### config.mk
export PLATFORM = sky130hd
export DESIGN_NAME = lcd_scanline_mode_timer
export DESIGN_NICKNAME = d
export VERILOG_FILES = /design/src/hw/rtl/lsmt_pkg.sv /design/src/hw/rtl/lsmt_core.sv /design/src/hw/rtl/lsmt_out_buf.sv /design/src/hw/rtl/lcd_scanline_mode_timer.sv
export SDC_FILE = /design/constraint.sdc
export NUM_CORES = 1
export LEC_CHECK = 0
export BUFFER_PORTS_ARGS = -buffer_cell sky130_fd_sc_hd__buf_2
export CAP_MARGIN = 20
export CELL_PAD_IN_SITES_DETAIL_PLACEMENT = 0
export CELL_PAD_IN_SITES_GLOBAL_PLACEMENT = 1
export CORE_UTILIZATION = 40
export DETAILED_ROUTE_END_ITERATION = 8
export PLACE_DENSITY_LB_ADDON = 0.1
export SKIP_CTS_REPAIR_TIMING = 1
export SYNTH_ARGS = -nofsm -noshare
export SYNTH_HDL_FRONTEND = slang
export SYNTH_SLANG_ARGS = --single-unit
### constraint.sdc
create_clock -name clk -period 4.36 [get_ports clk]
set_input_delay 0.218 -clock clk [delete_from_list [all_inputs] [get_ports clk]]
set_output_delay 0.218 -clock clk [all_outputs]
set_load 0.1 [all_outputs]
### src/hw/rtl/lsmt_pkg.sv
`timescale 1ns / 1ps

package lsmt_pkg;

  // Display mode codes
  localparam logic [1:0] MODE_HBLANK = 2'd0;
  localparam logic [1:0] MODE_VBLANK = 2'd1;
  localparam logic [1:0] MODE_OAM    = 2'd2;
  localparam logic [1:0] MODE_XFER   = 2'd3;

  // Configuration register indexes
  localparam logic [2:0] REG_DISPLAY_ENABLE    = 3'd0;
  localparam logic [2:0] REG_LINE_COMPARE      = 3'd1;
  localparam logic [2:0] REG_HBLANK_IRQ_ENABLE = 3'd2;
  localparam logic [2:0] REG_VBLANK_IRQ_ENABLE = 3'd3;
  localparam logic [2:0] REG_OAM_IRQ_ENABLE    = 3'd4;
  localparam logic [2:0] REG_COINC_IRQ_ENABLE  = 3'd5;

  localparam int unsigned CFG_INDEX_W = 3;
  localparam int unsigned CFG_DATA_W  = 8;
  localparam int unsigned DOT_W       = 9;
  localparam int unsigned LINE_W      = 8;

  // Dot of the last visible line at which the frame is handed off
  localparam logic [DOT_W-1:0] FRAME_READY_DOT = 9'd200;

  // Output and input tdata widths
  localparam int unsigned OUT_DATA_W = 16;
  localparam int unsigned IN_DATA_W  = 8;

  typedef struct packed {
    logic              display_enable;
    logic [LINE_W-1:0] line_compare;
    logic              hblank_irq_enable;
    logic              vblank_irq_enable;
    logic              oam_irq_enable;
    logic              coincidence_irq_enable;
  } cfg_t;

  typedef struct packed {
    logic              frame_ready;
    logic              status_irq;
    logic              vblank_irq;
    logic              coincidence;
    logic [LINE_W-1:0] current_line;
    logic [1:0]        display_mode;
  } res_t;

endpackage

### src/hw/rtl/lsmt_core.sv
`timescale 1ns / 1ps

module lsmt_core #(
  parameter int DOTS_PER_LINE    = 456,
  parameter int LINES_PER_FRAME  = 154,
  parameter int VISIBLE_LINES    = 144,
  parameter int OAM_SCAN_DOTS    = 80,
  parameter int TRANSFER_END_DOT = 248
) (
  input  logic              clk,
  input  logic              rst,
  input  logic              fire,
  input  logic              tick,
  input  lsmt_pkg::cfg_t    cfg,
  output lsmt_pkg::res_t    res
);
  import lsmt_pkg::*;

  localparam logic [DOT_W-1:0]  DPL      = DOT_W'(DOTS_PER_LINE);
  localparam logic [LINE_W-1:0] LPF      = LINE_W'(LINES_PER_FRAME);
  localparam logic [LINE_W-1:0] VIS      = LINE_W'(VISIBLE_LINES);
  localparam logic [LINE_W-1:0] LAST_VIS = LINE_W'(VISIBLE_LINES - 1);
  localparam logic [DOT_W-1:0]  OAM_END  = DOT_W'(OAM_SCAN_DOTS);
  localparam logic [DOT_W-1:0]  XFER_END = DOT_W'(TRANSFER_END_DOT);

  logic [DOT_W-1:0]  dot;
  logic [LINE_W-1:0] line;
  logic [1:0]        mode;
  logic              coinc;

  logic [DOT_W-1:0]  dot_next;
  logic [LINE_W-1:0] line_next;
  logic [1:0]        mode_next;
  logic              coinc_next;
  logic [DOT_W-1:0]  dot_inc;
  logic [LINE_W-1:0] line_inc;
  logic              advance;
  logic              vblank_irq;
  logic              status_irq;
  logic              frame_ready;

  assign advance = cfg.display_enable & tick;

  // Advance the counters and derive mode, coincidence and interrupts
  always_comb begin
    dot_inc     = dot + DOT_W'(1);
    line_inc    = line + LINE_W'(1);
    dot_next    = dot;
    line_next   = line;
    mode_next   = mode;
    coinc_next  = coinc;
    vblank_irq  = 1'b0;
    status_irq  = 1'b0;
    frame_ready = 1'b0;
    if (advance) begin
      if (dot_inc >= DPL) begin
        dot_next  = '0;
        line_next = (line_inc >= LPF) ? '0 : line_inc;
      end else begin
        dot_next = dot_inc;
      end

      if (line_next >= VIS) begin
        if (line_next == VIS && dot_next == '0) begin
          vblank_irq = 1'b1;
          if (cfg.vblank_irq_enable) status_irq = 1'b1;
        end
        mode_next = MODE_VBLANK;
      end else if (dot_next == '0) begin
        if (cfg.oam_irq_enable) status_irq = 1'b1;
        mode_next = MODE_OAM;
      end else if (dot_next == OAM_END) begin
        mode_next = MODE_XFER;
      end else if (dot_next == XFER_END) begin
        if (cfg.hblank_irq_enable) status_irq = 1'b1;
        mode_next = MODE_HBLANK;
      end

      coinc_next = (line_next == cfg.line_compare);
      if (coinc_next && cfg.coincidence_irq_enable) status_irq = 1'b1;

      frame_ready = (line_next == LAST_VIS) && (dot_next == FRAME_READY_DOT);
    end
  end

  // Commit the counters when the transaction moves to the output
  always_ff @(posedge clk) begin
    if (rst) begin
      dot   <= '0;
      line  <= '0;
      mode  <= MODE_HBLANK;
      coinc <= 1'b0;
    end else if (fire) begin
      dot   <= dot_next;
      line  <= line_next;
      mode  <= mode_next;
      coinc <= coinc_next;
    end
  end

  assign res.display_mode = mode_next;
  assign res.current_line = line_next;
  assign res.coincidence  = coinc_next;
  assign res.vblank_irq   = vblank_irq;
  assign res.status_irq   = status_irq;
  assign res.frame_ready  = frame_ready;

endmodule

### src/hw/rtl/lsmt_out_buf.sv
`timescale 1ns / 1ps

module lsmt_out_buf (
  input  logic           clk,
  input  logic           rst,
  input  logic           push,
  input  lsmt_pkg::res_t push_data,
  output logic           room,
  output logic           out_valid,
  input  logic           out_ready,
  output lsmt_pkg::res_t out_data
);
  import lsmt_pkg::*;

  logic main_valid;
  logic skid_valid;
  res_t main_data;
  res_t skid_data;
  logic pop;

  assign pop       = main_valid & out_ready;
  assign room      = ~skid_valid;
  assign out_valid = main_valid;
  assign out_data  = main_data;

  // Hold valid flags; a push never lands while the skid entry is full
  always_ff @(posedge clk) begin
    if (rst) begin
      main_valid <= 1'b0;
      skid_valid <= 1'b0;
    end else if (pop) begin
      main_valid <= skid_valid | push;
      skid_valid <= 1'b0;
    end else if (push) begin
      main_valid <= 1'b1;
      skid_valid <= main_valid;
    end
  end

  // Move payload between main and skid entries
  always_ff @(posedge clk) begin
    if (pop) begin
      main_data <= skid_valid ? skid_data : push_data;
    end else if (push) begin
      if (main_valid) begin
        skid_data <= push_data;
      end else begin
        main_data <= push_data;
      end
    end
  end

endmodule

### src/hw/rtl/lcd_scanline_mode_timer.sv
`timescale 1ns / 1ps

// LCD scanline and mode timer. Each input transaction carries one dot tick and
// returns exactly one result transaction with the display mode, current line,
// line-compare coincidence and the vblank, status and frame-ready pulses for
// that dot. A new tick is taken every clock while the output side keeps up; the
// dot and line counters advance once per accepted tick in a single update stage
// between the input register and a two-entry output buffer, and the sustained
// rate is one tick per cycle while the output side keeps up. Configuration
// writes take effect on the next clock and belong in idle periods. A tick with
// display_enable low, or with a zero tick bit, holds all counters and returns
// the held state with the pulses cleared.
module lcd_scanline_mode_timer #(
  parameter int DOTS_PER_LINE    = 456,
  parameter int LINES_PER_FRAME  = 154,
  parameter int VISIBLE_LINES    = 144,
  parameter int OAM_SCAN_DOTS    = 80,
  parameter int TRANSFER_END_DOT = 248
) (
  input  logic                                 clk,
  input  logic                                 rst,
  input  logic                                 s_tvalid,
  output logic                                 s_tready,
  input  logic [lsmt_pkg::IN_DATA_W-1:0]       s_tdata,   // [0] tick
  output logic                                 m_tvalid,
  input  logic                                 m_tready,
  // [1:0] display_mode, [9:2] current_line, [10] coincidence,
  // [11] vblank_irq, [12] status_irq, [13] frame_ready
  output logic [lsmt_pkg::OUT_DATA_W-1:0]      m_tdata,
  input  logic                                 cfg_we,
  input  logic [lsmt_pkg::CFG_INDEX_W-1:0]     cfg_index,
  input  logic [lsmt_pkg::CFG_DATA_W-1:0]      cfg_data
);
  import lsmt_pkg::*;

  cfg_t cfg;
  res_t res;
  res_t out_res;
  logic in_valid;
  logic in_tick;
  logic room;
  logic fire;

  // Write configuration registers
  always_ff @(posedge clk) begin
    if (rst) begin
      cfg.display_enable         <= 1'b1;
      cfg.line_compare           <= '0;
      cfg.hblank_irq_enable      <= 1'b0;
      cfg.vblank_irq_enable      <= 1'b0;
      cfg.oam_irq_enable         <= 1'b0;
      cfg.coincidence_irq_enable <= 1'b0;
    end else if (cfg_we) begin
      unique case (cfg_index)
        REG_DISPLAY_ENABLE:    cfg.display_enable         <= cfg_data[0];
        REG_LINE_COMPARE:      cfg.line_compare           <= cfg_data[LINE_W-1:0];
        REG_HBLANK_IRQ_ENABLE: cfg.hblank_irq_enable      <= cfg_data[0];
        REG_VBLANK_IRQ_ENABLE: cfg.vblank_irq_enable      <= cfg_data[0];
        REG_OAM_IRQ_ENABLE:    cfg.oam_irq_enable         <= cfg_data[0];
        REG_COINC_IRQ_ENABLE:  cfg.coincidence_irq_enable <= cfg_data[0];
        default: ;
      endcase
    end
  end

  // Input register: take a new tick whenever the stage is empty or moving on
  assign fire     = in_valid & room;
  assign s_tready = ~in_valid | room;

  always_ff @(posedge clk) begin
    if (rst) begin
      in_valid <= 1'b0;
    end else if (s_tvalid && s_tready) begin
      in_valid <= 1'b1;
    end else if (fire) begin
      in_valid <= 1'b0;
    end
  end

  always_ff @(posedge clk) begin
    if (s_tvalid && s_tready) begin
      in_tick <= s_tdata[0];
    end
  end

  lsmt_core #(
    .DOTS_PER_LINE   (DOTS_PER_LINE),
    .LINES_PER_FRAME (LINES_PER_FRAME),
    .VISIBLE_LINES   (VISIBLE_LINES),
    .OAM_SCAN_DOTS   (OAM_SCAN_DOTS),
    .TRANSFER_END_DOT(TRANSFER_END_DOT)
  ) u_core (
    .clk  (clk),
    .rst  (rst),
    .fire (fire),
    .tick (in_tick),
    .cfg  (cfg),
    .res  (res)
  );

  lsmt_out_buf u_out_buf (
    .clk      (clk),
    .rst      (rst),
    .push     (fire),
    .push_data(res),
    .room     (room),
    .out_valid(m_tvalid),
    .out_ready(m_tready),
    .out_data (out_res)
  );

  // Pack result fields, lowest first, zero padded
  assign m_tdata = {2'b00, out_res.frame_ready, out_res.status_irq, out_res.vblank_irq,
                    out_res.coincidence, out_res.current_line, out_res.display_mode};

endmodule

==> results.txt, run 1 <==
Remaining global-route overflow: 0. Setup repair after global routing left no endpoint under its margin. Across the run, the number of max-cap violations was 0. CTS saw 65 sinks. At the end of the flow, the number of nets in the layout was 515.

The parity-gate share of the synthesized area counting xor and xnor cells was 1.75%; the initial cell density of the core was 41.2%. The count of nets left with antenna violations once routing finished came out at 0. Yosys mapped the design onto 74 distinct sky130hd cell types. In the final timing run, aggregate negative setup slack is 0 ns.

The worst setup path is launched from a register. The tools report the worst slew margin relative to its limit as 34.5%. At the worst endpoint, the arrival time is 3.92 ns. Clock tree synthesis selected as its root buffer the cell clkbuf_8. The number of warnings reported in the yosys synthesis log is 0. The endpoint class of the critical path is a register. The number of cells on the worst reg-to-reg path is 11.

The die is 102 um tall. The quantity of I/O buffers inserted on ports was 32; the total iterations of the first detailed-routing run was 5. Each instance of the synthesized netlist takes up on average 8.68 sq um. The clock tree buffer depth came out at 2. For the initial antenna violation count, the log shows 0. For the cell total after placement, the log shows 608. The main flop type after synthesis is dfxtp_1. The portion of the post-synthesis area used by sequential elements was 39.7%. The total power of the final layout came out at 0.00140 W. At the pin with the least slew margin, the transition time is 0.979 ns.

The x dimension of the die came out at 102 um. TritonCTS built the clock tree. Summed over all layers, the routed wires come to 10,300 um. The arithmetic-cell share of the synthesized area counting full adders, half adders and majority gates works out to 1.25%. The setup path with the least slack is of type reg -> reg. The clock latency reported for the late side of the worst-skew pair was 0.35 ns; the total of endpoints with negative setup slack in the final report was 0.

The highest layer touched by signal routing is met4. The filler cells instantiated in the layout total 1,001. The flip-flop and latch count after synthesis came out at 65. Via count of the first global-routing pass: 3,187. Dividing total power by cell area gives a power density of 311 nW/um^2.

The routability congestion estimate from global placement is 0.891. By area, the combinational part of the netlist is dominated by simple AND/OR/NAND/NOR gates. Of the cells placed in the final design, the portion with a size suffix greater than 1 is 17.7%. The post-synthesis compound-gate area fraction is 20.4%. The cell leakage power was 1.65 nW; the die area was 10,400 sq um. The shortest clock period the worst path allows after layout was 3.82 ns.

After Yosys synthesis, and, or, nand and nor cells account for 24.1% of the synthesized area. Leaving out filler cells and counting taps, the final layout contains 625. Capture endpoint of the worst hold path: in_tick.

The portion of the clock cycle consumed by the worst path in the final layout came out at 87.7%. The number of clock buffers added by TritonCTS is 9. Synthesis handed over a netlist of 462 instances. The number of antenna diodes in the final layout is 0. Timing would allow up to 261 MHz. The met1 layer wirelength in the final routing was 4900 um; the layout-stage area growth over the synthesis result was 12.0%. The slack of the worst reg-to-reg path is 0.54 ns. The via density per instance was 5.74; the CTS clock-pin slew for the worst setup and hold paths was 0.08 ns. The tools report the floorplan row count as 36. The initial DRC count is 165, and the mux share of post-synthesis cell area is 7.17%.

The worst hold path begins at s_tdata[0]. The tools report the terminus of the critical flop-to-flop path as u_out_buf.out_data[0]. The number of synthesized flops with an enable pin was 29; the met2 layer wire length in the routed design was 4830 um. The final hold violation count came out at 0. After synthesis, the share of flip-flops with an asynchronous set or reset is 0%.

The type of the worst min-delay path is in -> reg. Synthesized area: 4010 sq um. The routed wire length per instance is 16.5 um.

For the placed wire-length estimate, the log shows 7140 um. The hold path depth came out at 1. Global routing used 20.9% of the available tracks.

The logs give 37 for the maximum number of pins on one net before global-route repair and 0 for the number of pins with negative max-slew slack in the final report. The clock skew was 0.0146 ns; the total placed instance area was 4280 sq um. Summing all non-filler instances in the final layout gives an area of 4490 sq um. Detailed routing placed a total of 448 um of wire on met3. Across the VDD grid, the largest voltage drop is 153 uV.

In this run the worst path has a maximum fanout of 23. After detailed routing, the number of remaining DRC violations is 0. The number of H-tree levels is 3. The run finished with clean final reports.

The core region is 9730 sq um. The worst flop-to-flop path startpoint is u_core.dot[0]. The critical path data required time is 4.46 ns. The routed layout has 3,585 vias. The tools report the count of boundary I/O pins as 42.

Global-route wire length before repair: 16,700 um.
layout make-up:
class                   instances  area (sq um)  area share [%]
clock inverters                 7          78.8            1.75
clock buffers                   9           124            2.76
inverters                      15          56.3            1.25
multi-input cells             350          2210            49.1
repair buffers                 46           269            5.99
well taps                     133           166            3.70
flip-flops and latches         65          1590            35.4
registers in the layout, summed over array words and instances, names as in the netlist:
signal,cells
in_valid,1
u_core.line,8
cfg,13
u_out_buf.out_valid,1
u_out_buf.out_data,14
u_core.mode,2
u_out_buf.skid_data,14
u_out_buf.skid_valid,1
u_core.coinc,1
in_tick,1
u_core.dot,9
Yosys cell counts, types with 3 or more instances:
master | number | area [sq um]
nor2_1 | 61 | 229
dfxtp_1 | 36 | 721
nand2_1 | 33 | 124
edfxtp_1 | 29 | 871
o21ai_0 | 29 | 145
a21oi_1 | 28 | 140
nand3_1 | 19 | 95.1
clkbuf_1 | 17 | 63.8
nor3_1 | 16 | 80.1
inv_1 | 15 | 56.3
mux2_2 | 13 | 146
mux2i_1 | 13 | 130
buf_2 | 11 | 55.1
nand4_1 | 10 | 62.6
a211oi_1 | 9 | 67.6
and3_1 | 8 | 50.1
nor4_1 | 6 | 37.5
xnor2_1 | 6 | 52.6
a31oi_1 | 5 | 31.3
and2_1 | 5 | 31.3
ha_1 | 4 | 50.1
nor3b_1 | 4 | 30.0
o22ai_1 | 4 | 25.0
a21o_1 | 3 | 22.5
a22o_1 | 3 | 26.3
a22oi_1 | 3 | 22.5
and4b_1 | 3 | 30.0
buf_4 | 3 | 22.5
nor2b_1 | 3 | 18.8
o2111ai_1 | 3 | 26.3
o31ai_1 | 3 | 22.5
or2_2 | 3 | 18.8
cell usage in the layout (no fill, tap or decap), types with 5 or more instances in the layout:
master	netlist	routed
o21ai_0	29	28
nand4_1	10	10
dfxtp_1	36	36
and3_1	8	8
mux2_2	13	13
nor2_1	61	61
and2_1	5	5
nor3_1	16	15
a211oi_1	9	9
mux2i_1	13	13
buf_4	3	13
buf_2	11	32
xnor2_1	6	6
a21oi_1	28	28
edfxtp_1	29	29
a31oi_1	5	5
nor4_1	6	6
inv_1	15	15
clkbuf_8	0	9
nand3_1	19	19
nand2_1	33	33
cells by family (layout without fill, tap and decap cells):
logic type | Yosys count | count (layout)
AND/OR/NAND/NOR | 189 | 189
AO/OA/AOI/OAI | 120 | 120
flip-flops | 65 | 65
buffers and inverters | 48 | 77
multiplexers | 27 | 27
XOR/XNOR | 8 | 8
adder cells (fa/ha/maj) | 4 | 4
other | 1 | 2
worst max-delay path, stage by stage, from the launching register on:
cell and delay, ns:
dfxtp_1 0.52, ha_1 0.45, nand2_1 0.16, a21oi_1 0.33, o22ai_2 0.24, nand2_2 0.45
nor4_1 0.11, a21oi_1 0.45, a21o_1 0.29, nand2_1 0.10, a22o_1 0.22, mux2_2 0.26
power by group:
| part | switching (W) | internal, W |
|---|---|---|
| combinational | 0.000141 | 0.0000462 |
| sequential | 0.0000116 | 0.000654 |
| clock | 0.000277 | 0.000269 |
| total | 0.000429 | 0.000970 |
routing by layer:
metal,up-vias,track usage [%]
met3,12,3.76
met4,0,7.69
met2,92,31.9
li1,1770,-
met1,1711,29.3
met5,-,0
metrics by stage:
stage	hold slack [ns]	worst slack [ns]	utilization, %
floorplan	0.317	1.14	-
detailed placement	0.401	0.592	44.0
finish	0.0474	0.536	46.2
global route	0.0355	0.196	46.2
CTS	0.0361	0.568	46.1
global placement	0.394	0.640	43.9
worst max-delay path by stage:
stage / start / endpoint / slack, ns / cells past startpoint
after global placement: u_core.dot[0] / u_out_buf.out_data[0] / 0.64 / 11
after floorplan: u_core.line[1] / u_out_buf.out_data[12] / 1.14 / 14
after detailed placement: u_core.dot[0] / u_out_buf.out_data[0] / 0.59 / 11
after CTS: u_core.dot[0] / u_out_buf.out_data[0] / 0.57 / 11
final: u_core.dot[0] / u_out_buf.out_data[0] / 0.54 / 11
after global routing: u_core.dot[0] / u_out_buf.out_data[0] / 0.20 / 11
Power figures use the tool's default switching activity.
==> inputs of run 2 (changes only) <==
==> constraint.sdc (replaced) <==
create_clock -name clk -period 4.36 [get_ports clk]
set_input_delay 0.654 -clock clk [delete_from_list [all_inputs] [get_ports clk]]
set_output_delay 0.654 -clock clk [all_outputs]
set_load 0.1 [all_outputs]
==> run 2 against run 1 <==
Clock skew decreased by 0.0027 ns. First-iteration DRC count increased by 5.5%. Register-to-register slack got worse by 0.07 ns. Final cell count unchanged. Critical path type unchanged. Critical endpoint unchanged. Largest power group unchanged.
==> results.txt, run 2 (synthesized netlist as in run 1, its figures left out) <==
The critical path data required time was 4.47 ns (about the same). The critical path start-end classification was reg -> reg. Setup repair after global routing left no endpoint under its margin. The via count of the first global-routing pass is 3,236 (+1.5%), and the number of cell instances on the worst register-to-register path is 11 (unchanged).

The maximum fanout encountered on the critical timing path was 23 (unchanged). The count of boundary I/O pins is 42 (unchanged). The clock latency reported for the late side of the worst-skew pair came out at 0.35 ns (about the same). The worst setup path is captured at a register.

The portion of the clock cycle consumed by the worst path in the final layout came out at 89.4% (+1.7 points). The tools report the accumulated negative setup slack as 0 ns (unchanged). The measured slew at the worst slew-check pin works out to 1.02 ns (+0.0379 ns). The die area is 10,400 sq um (unchanged), and the number of pins with negative max-slew slack in the final report is 0 (unchanged).

The share of layout cells above drive strength 1 was 17.7% (unchanged). The maximum number of pins on one net before global-route repair is 37 (unchanged), and the total global-route track usage is 20.8% (-0.11 points). The initial DRC count came out at 174 (+5.5%). The tools report the antenna cell count as 0 (unchanged). Via total after detailed routing: 3,571 (-0.39%). The arrival time of the worst setup path came out at 4.00 ns (+0.08 ns). The initial antenna violation count came out at 0 (unchanged). The run gives 36 (unchanged) as the floorplan row count. Delay of the slowest cell on the worst path: 0.53 ns (about the same).

The net count of the finished layout came out at 515 (unchanged). The final-layout fill cell count was 993 (-0.80%). The cell type of the slowest stage on the worst timing path is dfxtp_1. Total placed instance area: 4270 sq um (-0.18%). In this run the critical register-to-register path is launched from u_core.dot[0]. The vertical die dimension came out at 102 um (unchanged). Shortest clock period the worst path allows after layout: 3.90 ns (+0.0740 ns). TritonCTS built the clock tree.

The clock skew was 0.0119 ns (-0.00269 ns); the initial cell density of the core was 41.2% (unchanged). The tools report the worst supply voltage drop on vdd as 159 uV (+4.2%). The tools report the worst slack on hold paths as 0.475 ns (+0.428 ns).

The final hold violation count was 0 (unchanged); the quantity of I/O buffers inserted on ports was 32 (unchanged). Number of H-tree levels: 3 (unchanged). The run gives 607 (-0.16%) as the cell total after placement. The register area is 1590 sq um (unchanged). Maximum operating frequency: 257 MHz (-1.9%). The TritonCTS buffer count was 9 (unchanged); the buffer and inverter count on the worst path was 0 (unchanged). The placed wire-length estimate is 7080 um (-0.82%), and the antenna violation net count after detailed routing is 0 (unchanged).

For the total of endpoints with negative setup slack in the final report, the log shows 0 (unchanged). Traced cell by cell, the critical path runs through ha_1 > nand2_1 > a21oi_1 > o22ai_2 > nand2_2 > nor4_1 > a21oi_1 > a21o_1 > nand2_1 > a22o_1 > mux2_2. The layout-stage area growth over the synthesis result works out to 12.0% (unchanged). The final routed DRC violation total came out at 0 (unchanged). The total core area was 9730 sq um (unchanged); the CTS clock-pin slew for the worst setup and hold paths was 0.08 ns (about the same). The hold path depth came out at 1 (unchanged). The via density per instance came out at 5.71 (-0.39%). The timing startpoint of the critical path is u_core.dot[0]. The run gives 10,100 um (-1.7%) as the detailed-route wire length. Routed wire length per instance: 16.2 um (-1.7%).

The logs give 2210 sq um (unchanged) for the combined area of the multi-input logic cells and 625 (unchanged) for the number of cells in the finished layout apart from fillers. The cell family with the largest share of critical-path delay was compound AO/OA/AOI/OAI gates. The tools report the routability congestion estimate from global placement as 0.848 (-4.8%). The x dimension of the die was 102 um (unchanged).

The area of all placed cells without fillers was 4490 sq um (unchanged). For the remaining global-route overflow, the log shows 0 (unchanged). In this run the worst hold path is classified as in -> reg.

The worst slew margin relative to its limit is 32.0% (-2.5 points), and the power per unit of standard cell area is 311 nW/um^2 (-0.16%). STA classifies the critical path startpoint as a register. The startpoint of the tightest hold check path was s_tdata[0]. For the total iterations of the first detailed-routing run, the log shows 5 (unchanged).

The most common cell after layout, fill and taps aside is nor2_1. Number of sinks on the clock net: 65 (unchanged). Leaving out fill and tap cells, the most frequent cells in the layout are nor2_1, dfxtp_1, nand2_1, buf_2, edfxtp_1. The tools report the cell leakage power as 1.65 nW (unchanged). Clock root buffer: clkbuf_8. The logs give 2 (unchanged) for the clock tree buffer depth and 16,600 um (-0.83%) for the global-route wire length before repair. The flow ran to the end, and the final reports show no timing, DRC or antenna violations. The run gives 0 (unchanged) as the max-capacitance violation count.

The number of stages on the worst setup path came out at 11 (unchanged).
-- run 2: power breakdown --
group,total [W],leakage (nW),switching [W],internal [W]
Sequential,0.000666,0.567,0.0000115,0.000654
Combinational,0.000188,0.978,0.000141,0.0000462
Clock,0.000544,0.104,0.000274,0.000269
-- run 2: cell type report --
| cell class | instances | share of cell area, % |
|---|---|---|
| timing repair buffer | 46 | 5.99 |
| sequential | 65 | 35.4 |
| multi-input combinational | 350 | 49.1 |
| clock buffer | 9 | 2.76 |
| tap | 133 | 3.70 |
| inverter | 15 | 1.25 |
| clock inverter | 7 | 1.75 |
-- run 2: through the flow --
step	total power [W]	setup slack [ns]	utilization, %
final	0.00140	0.462	46.2
after global routing	0.00145	0.187	46.2
after CTS	0.00141	0.495	46.0
after detailed placement	0.000867	0.515	43.9
after global placement	0.000866	0.517	43.9
after floorplan	0.000825	1.14	-
-- run 2: path summary, 6_finish.rpt --
kind | to | slack (ns)
min reg2reg | cfg[1] | 0.51
max reg2reg | u_out_buf.out_data[0] | 0.46
min | in_tick | 0.48
max | u_out_buf.out_data[0] | 0.46
-- run 2: per-layer routing --
layer	GRT usage [%]	wire length, um	share of wire (%)
met5	0	0	0
met3	4.04	556	5.5
met1	28.1	4800	47
met2	32.8	4650	46
met4	7.69	136	1.3
-- run 2: worst reg2reg max path, cell delays in order (launching register included) --
cell	delay (ns)
dfxtp_1	0.53
ha_1	0.44
nand2_1	0.16
a21oi_1	0.32
o22ai_2	0.25
nand2_2	0.47
nor4_1	0.12
a21oi_1	0.52
a21o_1	0.29
nand2_1	0.10
a22o_1	0.20
mux2_2	0.27
==> inputs of run 3 (changes only) <==
==> constraint.sdc (replaced) <==
create_clock -name clk -period 4.36 [get_ports clk]
set_input_delay 0.872 -clock clk [delete_from_list [all_inputs] [get_ports clk]]
set_output_delay 0.872 -clock clk [all_outputs]
set_load 0.1 [all_outputs]
==> run 3 against run 2 <==
Combinational power barely moved. Utilization rose by 0.23 points. Critical endpoint unchanged. Final cell count rose by 0.16%. Sequential power barely moved. Critical path depth did not move. Register-to-register slack improved by 0.06 ns. Fmax rose by 1.4%. Hold slack improved by 0.029 ns. Worst setup slack improved by 0.055 ns. Non-clock buffer count rose by 1. Count of clock-buffer cells in the layout did not move. Highest routed layer unchanged. Clock skew fell by 0.0053 ns.
==> results.txt, run 3 (synthesized netlist as in run 1, its figures left out) <==
The run finished with clean final reports. The floorplan row count was 36 (unchanged); the via density per instance was 5.72 (+0.12%). Broken down by cell family, the worst path's largest delay share belongs to compound AO/OA/AOI/OAI gates.

Worst supply voltage drop on vdd: 182 uV (+15%). The delay of the slowest cell on the worst path is 0.53 ns (about the same). The power per unit of standard cell area works out to 317 nW/um^2 (+2.1%). The global routing stage identified its most utilized layer as met2. Initial cell density of the core: 41.2% (unchanged). Kind of start point of the critical path: a register.

Number of stages on the worst setup path: 11 (unchanged). The tools report the max-capacitance violation count as 0 (unchanged). The share of layout cells above drive strength 1 came out at 17.6% (-0.036 points). The initial antenna violation count was 0 (unchanged). The count of boundary I/O pins is 42 (unchanged). The worst slew margin relative to its limit was 44.7% (+13 points). The final hold violation count was 0 (unchanged). The worst hold path begins at cfg[1]. The accumulated negative setup slack was 0 ns (unchanged); the clock skew was 0.00665 ns (-0.00525 ns). The maximum fanout encountered on the critical timing path is 23 (unchanged). The global-route wire length before repair is 16,600 um (+0.37%), and the antenna cell count is 0 (unchanged). Setup repair after global routing left no endpoint under its margin. The logs give 0 (unchanged) for the final routed DRC violation total and 0.33 ns (-0.02 ns) for the clock latency reported for the late side of the worst-skew pair. The cell leakage power is 1.66 nW (+0.54%), and the initial DRC count is 144 (-17%).

The logs give 3,581 (+0.28%) for the via total after detailed routing and 4.45 ns (-0.02 ns) for the critical path data required time. For the number of cells in the finished layout apart from fillers, the log shows 626 (+0.16%). The x dimension of the die works out to 102 um (unchanged). Cell type of the slowest stage on the worst timing path: dfxtp_1.

The run gives 46.4% (+0.23 points) as the share of the core filled with cells in the final layout. The layout-stage area growth over the synthesis result works out to 12.6%. The clock tree buffer depth came out at 2 (unchanged). The worst flop-to-flop path startpoint is u_core.dot[0]. The number of pins with negative max-slew slack in the final report is 0 (unchanged), and the global routing usage on met3 is 3.56% (-0.48 points). Routed wire length per instance: 16.1 um (-0.59%).

The placed wire-length estimate is 7000 um (-1.1%). Clock root buffer: clkbuf_8. The remaining global-route overflow is 0 (unchanged). The TritonCTS buffer count came out at 9 (unchanged). The run gives 4 (-1) as the total iterations of the first detailed-routing run. The CTS clock-pin slew for the worst setup and hold paths was 0.08 ns (about the same); the number of sinks on the clock net was 65 (unchanged).

The met1 layer usage reported by global route was 28.4% (+0.28 points). The measured slew at the worst slew-check pin is 0.829 ns (-0.187 ns). In the layout the commonest cells are nor2_1, dfxtp_1, nand2_1, buf_2, edfxtp_1. The tools report the endpoint class of the critical path as a register.

The arrival time of the worst setup path is 3.93 ns (-0.07 ns). Leaving out fill and tap cells, the most frequent cell in the layout is nor2_1. The antenna violation net count after detailed routing is 0 (unchanged). The setup path with the least slack is of type reg -> reg. The total global-route track usage was 20.6% (-0.13 points); the maximum operating frequency was 260 MHz (+1.4%).

The run gives 0 (unchanged) as the total of endpoints with negative setup slack in the final report. The shortest clock period the worst path allows after layout is 3.84 ns (-0.0554 ns). TritonCTS built the clock tree. The portion of the clock cycle consumed by the worst path in the final layout was 88.1% (-1.3 points); the maximum number of pins on one net before global-route repair was 37 (unchanged). Global routing usage on met2: 32.9% (+0.10 points).

The quantity of I/O buffers inserted on ports was 32 (unchanged); the total core area was 9730 sq um (unchanged). The run gives 3 (unchanged) as the number of H-tree levels. The buffer and inverter count on the worst path is 0 (unchanged), and the vertical die dimension is 102 um (unchanged). The hold path depth works out to 2 (+1). The detailed-route wire length is 10,100 um (-0.43%). The tools report the terminus of the critical flop-to-flop path as u_out_buf.out_data[0]. The tools report the cell total after placement as 607 (unchanged). The type of the worst min-delay path was reg -> reg. The number of cell instances on the worst register-to-register path works out to 11 (unchanged). The tools report the net count of the finished layout as 516 (+0.19%). The capture endpoint of the worst hold path is cfg[1]. The die area came out at 10,400 sq um (unchanged).

Walking the worst path, the cells encountered are ha_1 > nand2_1 > a21oi_1 > o22ai_2 > nand2_2 > nor4_1 > a21oi_1 > a21o_1 > nand2_1 > a22o_1 > mux2_2. The slack of the worst reg-to-reg path was 0.52 ns (+0.06 ns). The routability congestion estimate from global placement was 0.889 (+4.8%).

The tools report the via count of the first global-routing pass as 3,240 (+0.12%).
run 3: cell count changes in the layout (fill, tap and decap cells not counted):
cell        previous run  this run
clkinvlp_4             0         1
clkinv_4               4         1
clkinv_1               0         1
buf_4                 13        14
bufinv_16              1         2
run 3: worst register-to-register path: stages, from the launching register on:
cell and delay [ns]:
dfxtp_1 0.53, ha_1 0.44, nand2_1 0.16, a21oi_1 0.32
o22ai_2 0.23, nand2_2 0.45, nor4_1 0.12, a21oi_1 0.45
a21o_1 0.30, nand2_1 0.10, a22o_1 0.23, mux2_2 0.27
run 3: worst max-delay path by stage:
stage,from,end
floorplan,u_core.line[1],u_out_buf.out_data[12]
global placement,u_core.dot[0],u_out_buf.out_data[0]
detailed placement,u_core.dot[0],u_out_buf.out_data[0]
CTS,u_core.dot[0],u_out_buf.out_data[0]
global route,u_core.dot[0],u_out_buf.out_data[0]
finish,u_core.dot[0],u_out_buf.out_data[0]
run 3: metrics by stage:
step	cell area (sq um)	hold slack [ns]	power (W)	setup WS, ns
floorplan	4020	0.461	0.000825	1.14
global placement	4270	0.478	0.000866	0.571
detailed placement	4270	0.484	0.000867	0.548
CTS	4490	0.504	0.00145	0.505
global route	4520	0.535	0.00150	0.229
finish	4520	0.504	0.00143	0.517
run 3: per-layer routing:
metal | vias to the layer above | wire length (um) | share of wire (%)
li1 | 1766 | - | -
met4 | 0 | 158 | 1.6
met1 | 1714 | 4860 | 48
met2 | 87 | 4720 | 47
met5 | - | 0 | 0
met3 | 14 | 347 | 3.4
run 3: layout make-up:
type	instances	area [sq um]
Clock buffer	9	124
Clock inverter	7	93.8
Fill cell	1008	5210
Inverter	15	56.3
Multi-Input combinational cell	350	2210
Sequential cell	65	1590
Tap cell	133	166
Timing Repair Buffer	47	277
run 3: where the power goes:
group,switching [W],internal (W)
registers,0.0000113,0.000654
clock network,0.000257,0.000322
logic,0.000141,0.0000465
total,0.000410,0.00102
